File: config.mk
export PLATFORM = sky130hd
export DESIGN_NAME = pool_linked_list_manager
export DESIGN_NICKNAME = d
export VERILOG_FILES = /design/src/design/pllm_pkg.sv /design/src/design/pllm_link_ram.sv /design/src/design/pool_linked_list_manager.sv
export SDC_FILE = /design/constraint.sdc
export NUM_CORES = 1
export LEC_CHECK = 0
export BUFFER_PORTS_ARGS = -buffer_cell sky130_fd_sc_hd__buf_2
export CORE_UTILIZATION = 51
export CTS_CLUSTER_DIAMETER = 200
export DETAILED_ROUTE_END_ITERATION = 6
export PLACE_DENSITY = 0.69
export SLEW_MARGIN = 20
export SYNTH_ARGS = -nofsm -noshare
export SYNTH_HDL_FRONTEND = slang
export SYNTH_HIERARCHICAL = 1
export SYNTH_SLANG_ARGS = --single-unit
File: constraint.sdc
create_clock -name clk -period 4.75 [get_ports clk]
set_clock_uncertainty 0.05 [all_clocks]
set_input_delay 0.2375 -clock clk [delete_from_list [all_inputs] [get_ports clk]]
set_output_delay 0.2375 -clock clk [all_outputs]
set_load 0.005 [all_outputs]
File: src/design/pllm_pkg.sv
`default_nettype none

package pllm_pkg;

  typedef enum logic [2:0] {
    S_INIT,
    S_IDLE,
    S_TAKE,
    S_WALK_INS,
    S_WALK_DEL,
    S_RELEASE
  } state_t;

  typedef logic [1:0] req_t;
  localparam req_t REQ_INS_FRONT = 2'd0;
  localparam req_t REQ_INS_BACK  = 2'd1;
  localparam req_t REQ_DEL_FIRST = 2'd2;
  localparam req_t REQ_DEL_LAST  = 2'd3;

  typedef logic [1:0] status_t;
  localparam status_t STAT_DONE  = 2'd0;
  localparam status_t STAT_FULL  = 2'd1;
  localparam status_t STAT_EMPTY = 2'd2;

  localparam int VALUE_W = 32;

endpackage

`default_nettype wire

File: src/design/pllm_link_ram.sv
`default_nettype none

// Link memory: one write port, one registered read port.
// After reset it sweeps entry i <- i-1 (entry 0 <- null), one entry a cycle.
module pllm_link_ram #(
  parameter int unsigned POOL_DEPTH = 16
) (
  input  wire logic                                 clk,
  input  wire logic                                 rst_n,
  input  wire logic                                 we,
  input  wire logic [$clog2(POOL_DEPTH)-1:0]        waddr,
  input  wire logic [$clog2(POOL_DEPTH+1)-1:0]      wdata,
  input  wire logic                                 re,
  input  wire logic [$clog2(POOL_DEPTH)-1:0]        raddr,
  output logic      [$clog2(POOL_DEPTH+1)-1:0]      rdata,
  output logic                                      ready
);

  localparam int SLOT_W = $clog2(POOL_DEPTH);
  localparam int LINK_W = $clog2(POOL_DEPTH + 1);
  localparam logic [LINK_W-1:0] NIL = LINK_W'(POOL_DEPTH);

  logic [LINK_W-1:0] mem [POOL_DEPTH];
  logic [SLOT_W-1:0] cnt_r, cnt_nxt;
  logic              done_r, done_nxt;
  logic              mwe;
  logic [SLOT_W-1:0] mwaddr;
  logic [LINK_W-1:0] mwdata;

  always_comb begin
    cnt_nxt  = cnt_r;
    done_nxt = done_r;
    if (!done_r) begin
      cnt_nxt = cnt_r + SLOT_W'(1);
      if (cnt_r == SLOT_W'(POOL_DEPTH - 1)) begin
        done_nxt = 1'b1;
      end
    end
  end

  always_comb begin
    if (!done_r) begin
      mwe    = 1'b1;
      mwaddr = cnt_r;
      mwdata = (cnt_r == '0) ? NIL : LINK_W'(cnt_r - SLOT_W'(1));
    end else begin
      mwe    = we;
      mwaddr = waddr;
      mwdata = wdata;
    end
  end

  always_ff @(posedge clk) begin
    if (!rst_n) begin
      cnt_r  <= '0;
      done_r <= 1'b0;
    end else begin
      cnt_r  <= cnt_nxt;
      done_r <= done_nxt;
    end
  end

  always_ff @(posedge clk) begin
    if (mwe) begin
      mem[mwaddr] <= mwdata;
    end
  end

  always_ff @(posedge clk) begin
    if (re) begin
      rdata <= mem[raddr];
    end
  end

  assign ready = done_r;

endmodule

`default_nettype wire

File: src/design/pool_linked_list_manager.sv
`default_nettype none

// Results: errors (pool full, list empty) are answered from the idle state, front
// insert from the take state and front delete from the release state; back
// insert into a non-empty list and back delete first walk one link per cycle
// through the link memory read port. One request at a time; busy drops in the cycle out_valid shows.
// Reset: synchronous, active low; then a sweep of the link memory, with busy high
// until it is done. Results cannot be stalled by the receiver.
module pool_linked_list_manager #(
  parameter int unsigned POOL_DEPTH = 16
) (
  input  wire logic                               clk,
  input  wire logic                               rst_n,
  input  wire logic                               start,
  output logic                                    busy,
  input  wire logic [1:0]                         in_req_type,
  input  wire logic signed [31:0]                 in_value,
  output logic                                    out_valid,
  output logic [1:0]                              out_status,
  output logic [$clog2(POOL_DEPTH)-1:0]           out_slot,
  output logic signed [31:0]                      out_removed_value,
  output logic [$clog2(POOL_DEPTH+1)-1:0]         out_list_head
);

  localparam int SLOT_W = $clog2(POOL_DEPTH);
  localparam int LINK_W = $clog2(POOL_DEPTH + 1);
  localparam logic [LINK_W-1:0] NIL = LINK_W'(POOL_DEPTH);

  function automatic logic is_slot(input logic [LINK_W-1:0] l);
    return l < NIL;
  endfunction

  function automatic logic [LINK_W-1:0] norm_link(input logic [LINK_W-1:0] l);
    return (l < NIL) ? l : NIL;
  endfunction

  pllm_pkg::state_t state_r, state_nxt;
  pllm_pkg::req_t   req_r, req_nxt;
  logic [LINK_W-1:0] free_r, free_nxt;
  logic [LINK_W-1:0] first_r, first_nxt;
  logic [LINK_W-1:0] cur_r, cur_nxt;
  logic [LINK_W-1:0] prev_r, prev_nxt;
  logic [SLOT_W-1:0] slot_r, slot_nxt;

  logic                         out_valid_r, out_valid_nxt;
  pllm_pkg::status_t            out_status_r, out_status_nxt;
  logic [SLOT_W-1:0]            out_slot_r, out_slot_nxt;
  logic [pllm_pkg::VALUE_W-1:0] out_rem_r, out_rem_nxt;
  logic [LINK_W-1:0]            out_head_r, out_head_nxt;

  // link memory port
  logic              lwe, lre, ram_ready;
  logic [SLOT_W-1:0] lwaddr, lraddr;
  logic [LINK_W-1:0] lwdata, lrdata, lnext;

  // value memory
  logic [pllm_pkg::VALUE_W-1:0] value_mem [POOL_DEPTH];
  logic                         vwe, vre;
  logic [SLOT_W-1:0]            vwaddr, vraddr;
  logic [pllm_pkg::VALUE_W-1:0] vwdata, vrdata;

  logic accept, req_ins;

  assign accept  = start && (state_r == pllm_pkg::S_IDLE);
  assign req_ins = in_req_type inside {pllm_pkg::REQ_INS_FRONT, pllm_pkg::REQ_INS_BACK};
  assign lnext   = norm_link(lrdata);

  pllm_link_ram #(
    .POOL_DEPTH(POOL_DEPTH)
  ) u_link_ram (
    .clk   (clk),
    .rst_n (rst_n),
    .we    (lwe),
    .waddr (lwaddr),
    .wdata (lwdata),
    .re    (lre),
    .raddr (lraddr),
    .rdata (lrdata),
    .ready (ram_ready)
  );

  always_ff @(posedge clk) begin
    if (vwe) begin
      value_mem[vwaddr] <= vwdata;
    end
  end

  always_ff @(posedge clk) begin
    if (vre) begin
      vrdata <= value_mem[vraddr];
    end
  end

  // next state
  always_comb begin
    state_nxt = state_r;
    case (state_r)
      pllm_pkg::S_INIT: begin
        if (ram_ready) state_nxt = pllm_pkg::S_IDLE;
      end
      pllm_pkg::S_IDLE: begin
        if (start) begin
          if (req_ins) begin
            if (is_slot(free_r)) state_nxt = pllm_pkg::S_TAKE;
          end else if (is_slot(first_r)) begin
            state_nxt = (in_req_type == pllm_pkg::REQ_DEL_FIRST) ?
                        pllm_pkg::S_RELEASE : pllm_pkg::S_WALK_DEL;
          end
        end
      end
      pllm_pkg::S_TAKE: begin
        if (req_r == pllm_pkg::REQ_INS_BACK && is_slot(first_r)) begin
          state_nxt = pllm_pkg::S_WALK_INS;
        end else begin
          state_nxt = pllm_pkg::S_IDLE;
        end
      end
      pllm_pkg::S_WALK_INS: begin
        if (!is_slot(lnext)) state_nxt = pllm_pkg::S_IDLE;
      end
      pllm_pkg::S_WALK_DEL: begin
        if (!is_slot(lnext)) state_nxt = pllm_pkg::S_RELEASE;
      end
      pllm_pkg::S_RELEASE: state_nxt = pllm_pkg::S_IDLE;
      default: state_nxt = pllm_pkg::S_INIT;
    endcase
  end

  // datapath and memory controls
  always_comb begin
    req_nxt   = req_r;
    free_nxt  = free_r;
    first_nxt = first_r;
    cur_nxt   = cur_r;
    prev_nxt  = prev_r;
    slot_nxt  = slot_r;

    out_valid_nxt  = 1'b0;
    out_status_nxt = out_status_r;
    out_slot_nxt   = out_slot_r;
    out_rem_nxt    = out_rem_r;
    out_head_nxt   = out_head_r;

    lwe    = 1'b0;
    lwaddr = cur_r[SLOT_W-1:0];
    lwdata = NIL;
    lre    = 1'b0;
    lraddr = first_r[SLOT_W-1:0];
    vwe    = 1'b0;
    vwaddr = free_r[SLOT_W-1:0];
    vwdata = $unsigned(in_value);
    vre    = 1'b0;
    vraddr = cur_r[SLOT_W-1:0];

    case (state_r)
      pllm_pkg::S_IDLE: begin
        if (start) begin
          req_nxt = in_req_type;
          if (req_ins) begin
            if (!is_slot(free_r)) begin
              out_valid_nxt  = 1'b1;
              out_status_nxt = pllm_pkg::STAT_FULL;
              out_slot_nxt   = '0;
              out_rem_nxt    = '0;
              out_head_nxt   = first_r;
            end else begin
              slot_nxt = free_r[SLOT_W-1:0];
              lre      = 1'b1;
              lraddr   = free_r[SLOT_W-1:0];
              vwe      = 1'b1;
            end
          end else if (!is_slot(first_r)) begin
            out_valid_nxt  = 1'b1;
            out_status_nxt = pllm_pkg::STAT_EMPTY;
            out_slot_nxt   = '0;
            out_rem_nxt    = '0;
            out_head_nxt   = first_r;
          end else begin
            cur_nxt  = first_r;
            prev_nxt = NIL;
            lre      = 1'b1;
            lraddr   = first_r[SLOT_W-1:0];
            if (in_req_type == pllm_pkg::REQ_DEL_FIRST) begin
              vre    = 1'b1;
              vraddr = first_r[SLOT_W-1:0];
            end
          end
        end
      end
      pllm_pkg::S_TAKE: begin
        free_nxt = lnext;
        lwe      = 1'b1;
        lwaddr   = slot_r;
        lwdata   = (req_r == pllm_pkg::REQ_INS_FRONT) ? first_r : NIL;
        if (req_r == pllm_pkg::REQ_INS_BACK && is_slot(first_r)) begin
          cur_nxt = first_r;
          lre     = 1'b1;
          lraddr  = first_r[SLOT_W-1:0];
        end else begin
          first_nxt      = LINK_W'(slot_r);
          out_valid_nxt  = 1'b1;
          out_status_nxt = pllm_pkg::STAT_DONE;
          out_slot_nxt   = slot_r;
          out_rem_nxt    = '0;
          out_head_nxt   = LINK_W'(slot_r);
        end
      end
      pllm_pkg::S_WALK_INS: begin
        if (is_slot(lnext)) begin
          cur_nxt = lnext;
          lre     = 1'b1;
          lraddr  = lnext[SLOT_W-1:0];
        end else begin
          // tail found: hook the new slot behind it
          lwe            = 1'b1;
          lwaddr         = cur_r[SLOT_W-1:0];
          lwdata         = LINK_W'(slot_r);
          out_valid_nxt  = 1'b1;
          out_status_nxt = pllm_pkg::STAT_DONE;
          out_slot_nxt   = slot_r;
          out_rem_nxt    = '0;
          out_head_nxt   = first_r;
        end
      end
      pllm_pkg::S_WALK_DEL: begin
        if (is_slot(lnext)) begin
          prev_nxt = cur_r;
          cur_nxt  = lnext;
          lre      = 1'b1;
          lraddr   = lnext[SLOT_W-1:0];
        end else begin
          vre    = 1'b1;
          vraddr = cur_r[SLOT_W-1:0];
          if (is_slot(prev_r)) begin
            lwe    = 1'b1;
            lwaddr = prev_r[SLOT_W-1:0];
            lwdata = NIL;
          end else begin
            first_nxt = NIL;
          end
        end
      end
      pllm_pkg::S_RELEASE: begin
        if (req_r == pllm_pkg::REQ_DEL_FIRST) begin
          first_nxt = lnext;
        end
        // freed slot goes to the head of the free chain
        lwe            = 1'b1;
        lwaddr         = cur_r[SLOT_W-1:0];
        lwdata         = free_r;
        free_nxt       = cur_r;
        out_valid_nxt  = 1'b1;
        out_status_nxt = pllm_pkg::STAT_DONE;
        out_slot_nxt   = cur_r[SLOT_W-1:0];
        out_rem_nxt    = vrdata;
        out_head_nxt   = first_nxt;
      end
      default: begin
      end
    endcase
  end

  always_ff @(posedge clk) begin
    if (!rst_n) begin
      state_r     <= pllm_pkg::S_INIT;
      free_r      <= LINK_W'(POOL_DEPTH - 1);
      first_r     <= NIL;
      out_valid_r <= 1'b0;
    end else begin
      state_r     <= state_nxt;
      free_r      <= free_nxt;
      first_r     <= first_nxt;
      out_valid_r <= out_valid_nxt;
    end
  end

  always_ff @(posedge clk) begin
    req_r        <= req_nxt;
    cur_r        <= cur_nxt;
    prev_r       <= prev_nxt;
    slot_r       <= slot_nxt;
    out_status_r <= out_status_nxt;
    out_slot_r   <= out_slot_nxt;
    out_rem_r    <= out_rem_nxt;
    out_head_r   <= out_head_nxt;
  end

  assign busy              = (state_r != pllm_pkg::S_IDLE);
  assign out_valid         = out_valid_r;
  assign out_status        = out_status_r;
  assign out_slot          = out_slot_r;
  assign out_removed_value = $signed(out_rem_r);
  assign out_list_head     = out_head_r;

  a_no_link_collision: assert property (@(posedge clk) disable iff (!rst_n)
    (lwe && lre) |-> (lwaddr != lraddr))
    else $error("link memory read and write hit the same entry");

  a_accept_progress: assert property (@(posedge clk) disable iff (!rst_n)
    accept |=> (out_valid || busy))
    else $error("accepted request neither answered nor in progress");

  a_head_not_free: assert property (@(posedge clk) disable iff (!rst_n)
    (is_slot(first_r) && is_slot(free_r)) |-> (first_r != free_r))
    else $error("list head is also the free chain head");

  a_result_when_idle: assert property (@(posedge clk) disable iff (!rst_n)
    out_valid |-> !busy)
    else $error("result shown while a request is still in progress");

endmodule

`default_nettype wire

==> flow_metrics.py <==
metrics = {
    "timing": {
        "grt_setup_unrepaired": "no",
        "hold_violations": 0,
        "maxSlewHeadroom": 0.218,
        "setup_viol": 0,
        "slew_violations": 0,
        "post-route-period-util": 0.880,
        "fin_ws_ps": 572,
        "layout_min_cycle_time_ps": 4180,
        "tns_ps": 0,
        "tightest_slew_ps": 1170,
        "max_clock_freq_ghz": 0.239,
    },
    "grt": {
        "track_usage": 0.274,
        "overflow": 0,
        "antenna_found_initial": 9,
        "grt_pass1_vias": 21751,
        "grt_pass1_wl_mm": 131,
        "grt_max_degree": 101,
    },
    "clock_network": {
        "cts.clk_slew.worst_paths_ps": 60,
        "cts_buffers": 77,
        "clockBufferDepth": 3,
        "cts_tree": "built",
        "cts-root-buf": "clkbuf_16",
        "h-tree-depth": 3,
        "cts_num_sinks": 707,
        "clock_latency_ps": 620,
    },
    "die": {
        "core-area_mm2": 0.0616,
        "pin_count": 82,
        "dieArea_mm2": 0.0631,
        "die-width_um": 251,
        "rows": 91,
        "initial_core_util": 0.514,
        "die_y_um": 251,
    },
    "setup_path": {
        "cpPeakStageDelay_ps": 620,
        "cp.arrival_ps": 4480,
        "path_common_cell": "nor2_1",
        "crit_fanout": 20,
        "cp-startpoint": "state_r[1]",
        "worstPathCellList": "nand2b_1, nor2_1, nor2_1, mux2i_1, a222oi_1, inv_1, mux4_2, a22oi_1, nand3_1",
        "crit_slowest_cell": "inv_1",
        "endpoint_kind": "flip-flop",
        "crit_required_ps": 5060,
        "start_kind": "flip-flop",
        "critPathKind": "flip-flop to flip-flop",
        "reg2reg_from": "state_r[1]",
    },
    "job": {
        "drv_cap": 0,
    },
    "synthesis": {
        "async_flop_share": 0,
        "synth_area_mm2": 0.0317,
        "yosysSeqAreaShare": 0.664,
        "synth_nets": 2462,
        "synthCells": 2422,
        "ys_ff_latch": 707,
        "postSynthAreaPerCell_um2": 13.1,
        "synth_flop_cell": "edfxtp_1",
        "synth_edf_count": 688,
        "synth.distinct_cells": 63,
        "yosys_warnings": 6,
    },
    "worst_hold_path": {
        "hp-start": "start",
        "holdCritPathClass": "primary input to flip-flop",
    },
    "pwr": {
        "power_density_mw_per_mm2": 359,
        "p_comb_frac": 0.017,
        "internal_power_mw": 10.3,
        "leakage_nw": 11.9,
        "peakVddDrop_mv": 0.228,
        "p_sw_mw": 2.58,
        "clock_power_share": 0.446,
        "seq_power_share": 0.537,
        "netSwitchingFraction": 0.201,
    },
    "place": {
        "preCtsSetupSlack_ps": 721,
        "dp_hpwl_mm": 50.7,
        "routabilityCongestion": 0.867,
        "port_buffers": 81,
        "place_area_mm2": 0.0331,
    },
    "finish": {
        "multiInputGateArea_mm2": 0.00961,
        "final_util": 0.581,
        "seqCellArea_mm2": 0.0210,
        "fin_area_mm2": 0.0358,
        "fin_nets": 2525,
        "fill_cells": 4810,
        "syn_to_final_growth_pct": 13.0,
        "drive_gt1_frac": 0.153,
    },
    "routing": {
        "wire_per_inst_um": 25.7,
        "vias": 22002,
        "via_per_inst": 6.51,
        "wirelength_mm": 86.8,
        "first_pass_iters": 6,
        "remaining_drc_errors": 0,
        "ant_nets": 0,
        "first_iter_violations": 2616,
    },
    "outcome": {
        "status": "finished clean",
    },
}
## state kept, by name, indices dropped and copies added (netlist names), 32 cells and up
name               flops
out_removed_value     32
u_link_ram/mem        80
value_mem            512
vrdata                32
## worst paths after layout
kind                      endpoint  slack (ps)  depth (start not counted)
max            u_link_ram/rdata[3]         570                          9
min                     state_r[2]          70                          5
max reg2reg    u_link_ram/rdata[3]         570                          9
min reg2reg  out_removed_value[31]         480                          1
## synthesized netlist by cell type, types with 42 or more instances
library cell  number  share of area
inv_1             79         0.0094
clkbuf_1         130          0.015
edfxtp_1         688           0.65
a21oi_1          226          0.036
or3_1             42         0.0083
o311ai_0          64          0.018
o211ai_1          52          0.012
o2111ai_1         64          0.018
a21o_1            65          0.015
a21boi_0          64          0.015
nor2b_1           58          0.011
nor2_1           128          0.015
o21ai_0          108          0.017
nand2_1          192          0.023
## cell families after synthesis
logic type / synth area share
AO/OA/AOI/OAI: 0.173
XOR/XNOR: 0.000553
adder cells (fa/ha/maj): 0.00118
buffers and inverters: 0.0383
flip-flops: 0.664
multiplexers: 0.0314
AND/OR/NAND/NOR: 0.0912
## timing repair
action	in CTS	in global routing
hold buffers	35	0
hold endpoints to repair	520	0
setup buffers	0	0
gates resized for setup	0	0
## final cells by class
type | count | share of cell area
well taps | 837 | 0.0293
clock buffers | 91 | 0.0565
inverters | 81 | 0.00853
diodes | 2 | 0.000140
clock inverters | 44 | 0.00996
multi-input cells | 1441 | 0.269
flip-flops and latches | 707 | 0.588
repair buffers | 177 | 0.0391
## critical path: cells and delay by family, from the launching register on
family,cells,cell delay [ps]
AOI/OAI and AO/OA,2,330
buffers and inverters,1,620
DFF,1,610
muxes,2,870
and+or+nand+nor,4,1420
## power groups by stage
stage          Sequential [mW]  Combinational, mW  Clock [mW]
2_1_floorplan             7.02             0.0737           0
3_3_place_gp              7.02              0.188           0
3_5_place_dp              7.02              0.195           0
4_1_cts                   6.89              0.221        5.78
5_1_grt                   6.89              0.242        6.03
6_report                  6.89              0.223        5.72
## cell usage in the layout, fill, tap and decap left out, types with 8 or more instances in the layout
cell and count:
a22oi_1 12, a221o_1 40, nor3_1 9, and2_1 39, buf_4 46, a21o_1 65, nand3_1 17, clkinv_1 20
a211oi_1 36, buf_12 15, o21ai_0 108, a21boi_0 64, buf_2 81, a21oi_1 226, dlygate4sd3_1 35, o311ai_0 64
edfxtp_1 688, or3b_2 26, mux2_2 37, clkinv_2 11, mux4_2 20, nor2_1 114, dfxtp_1 18, clkbuf_1 12
nor2_4 14, nand2_1 188, o211ai_1 52, and3_1 39, nor2b_1 58, inv_1 78, o2111ai_1 64, or3_1 42
a22o_1 8, clkbuf_16 79, o211ai_2 21
## metrics by stage
stage               total power [mW]  hold slack [ps]  std cells
detailed placement              7.22              431       3208
floorplan                       7.09              259       2422
finish                          12.8             66.0       3380
global route                    13.2             80.0       3380
CTS                             12.9             24.8       3378
global placement                7.21              415       3208
## routing by layer
metal  GRT usage  vias to the layer above  routed length, um
li1            -                     9514                  -
met1       0.371                    11010              35100
met2       0.433                     1267              40600
met3      0.0566                      201               8480
met4       0.109                       10               2590
met5           0                        -                 64
Power figures use the tool's default switching activity.
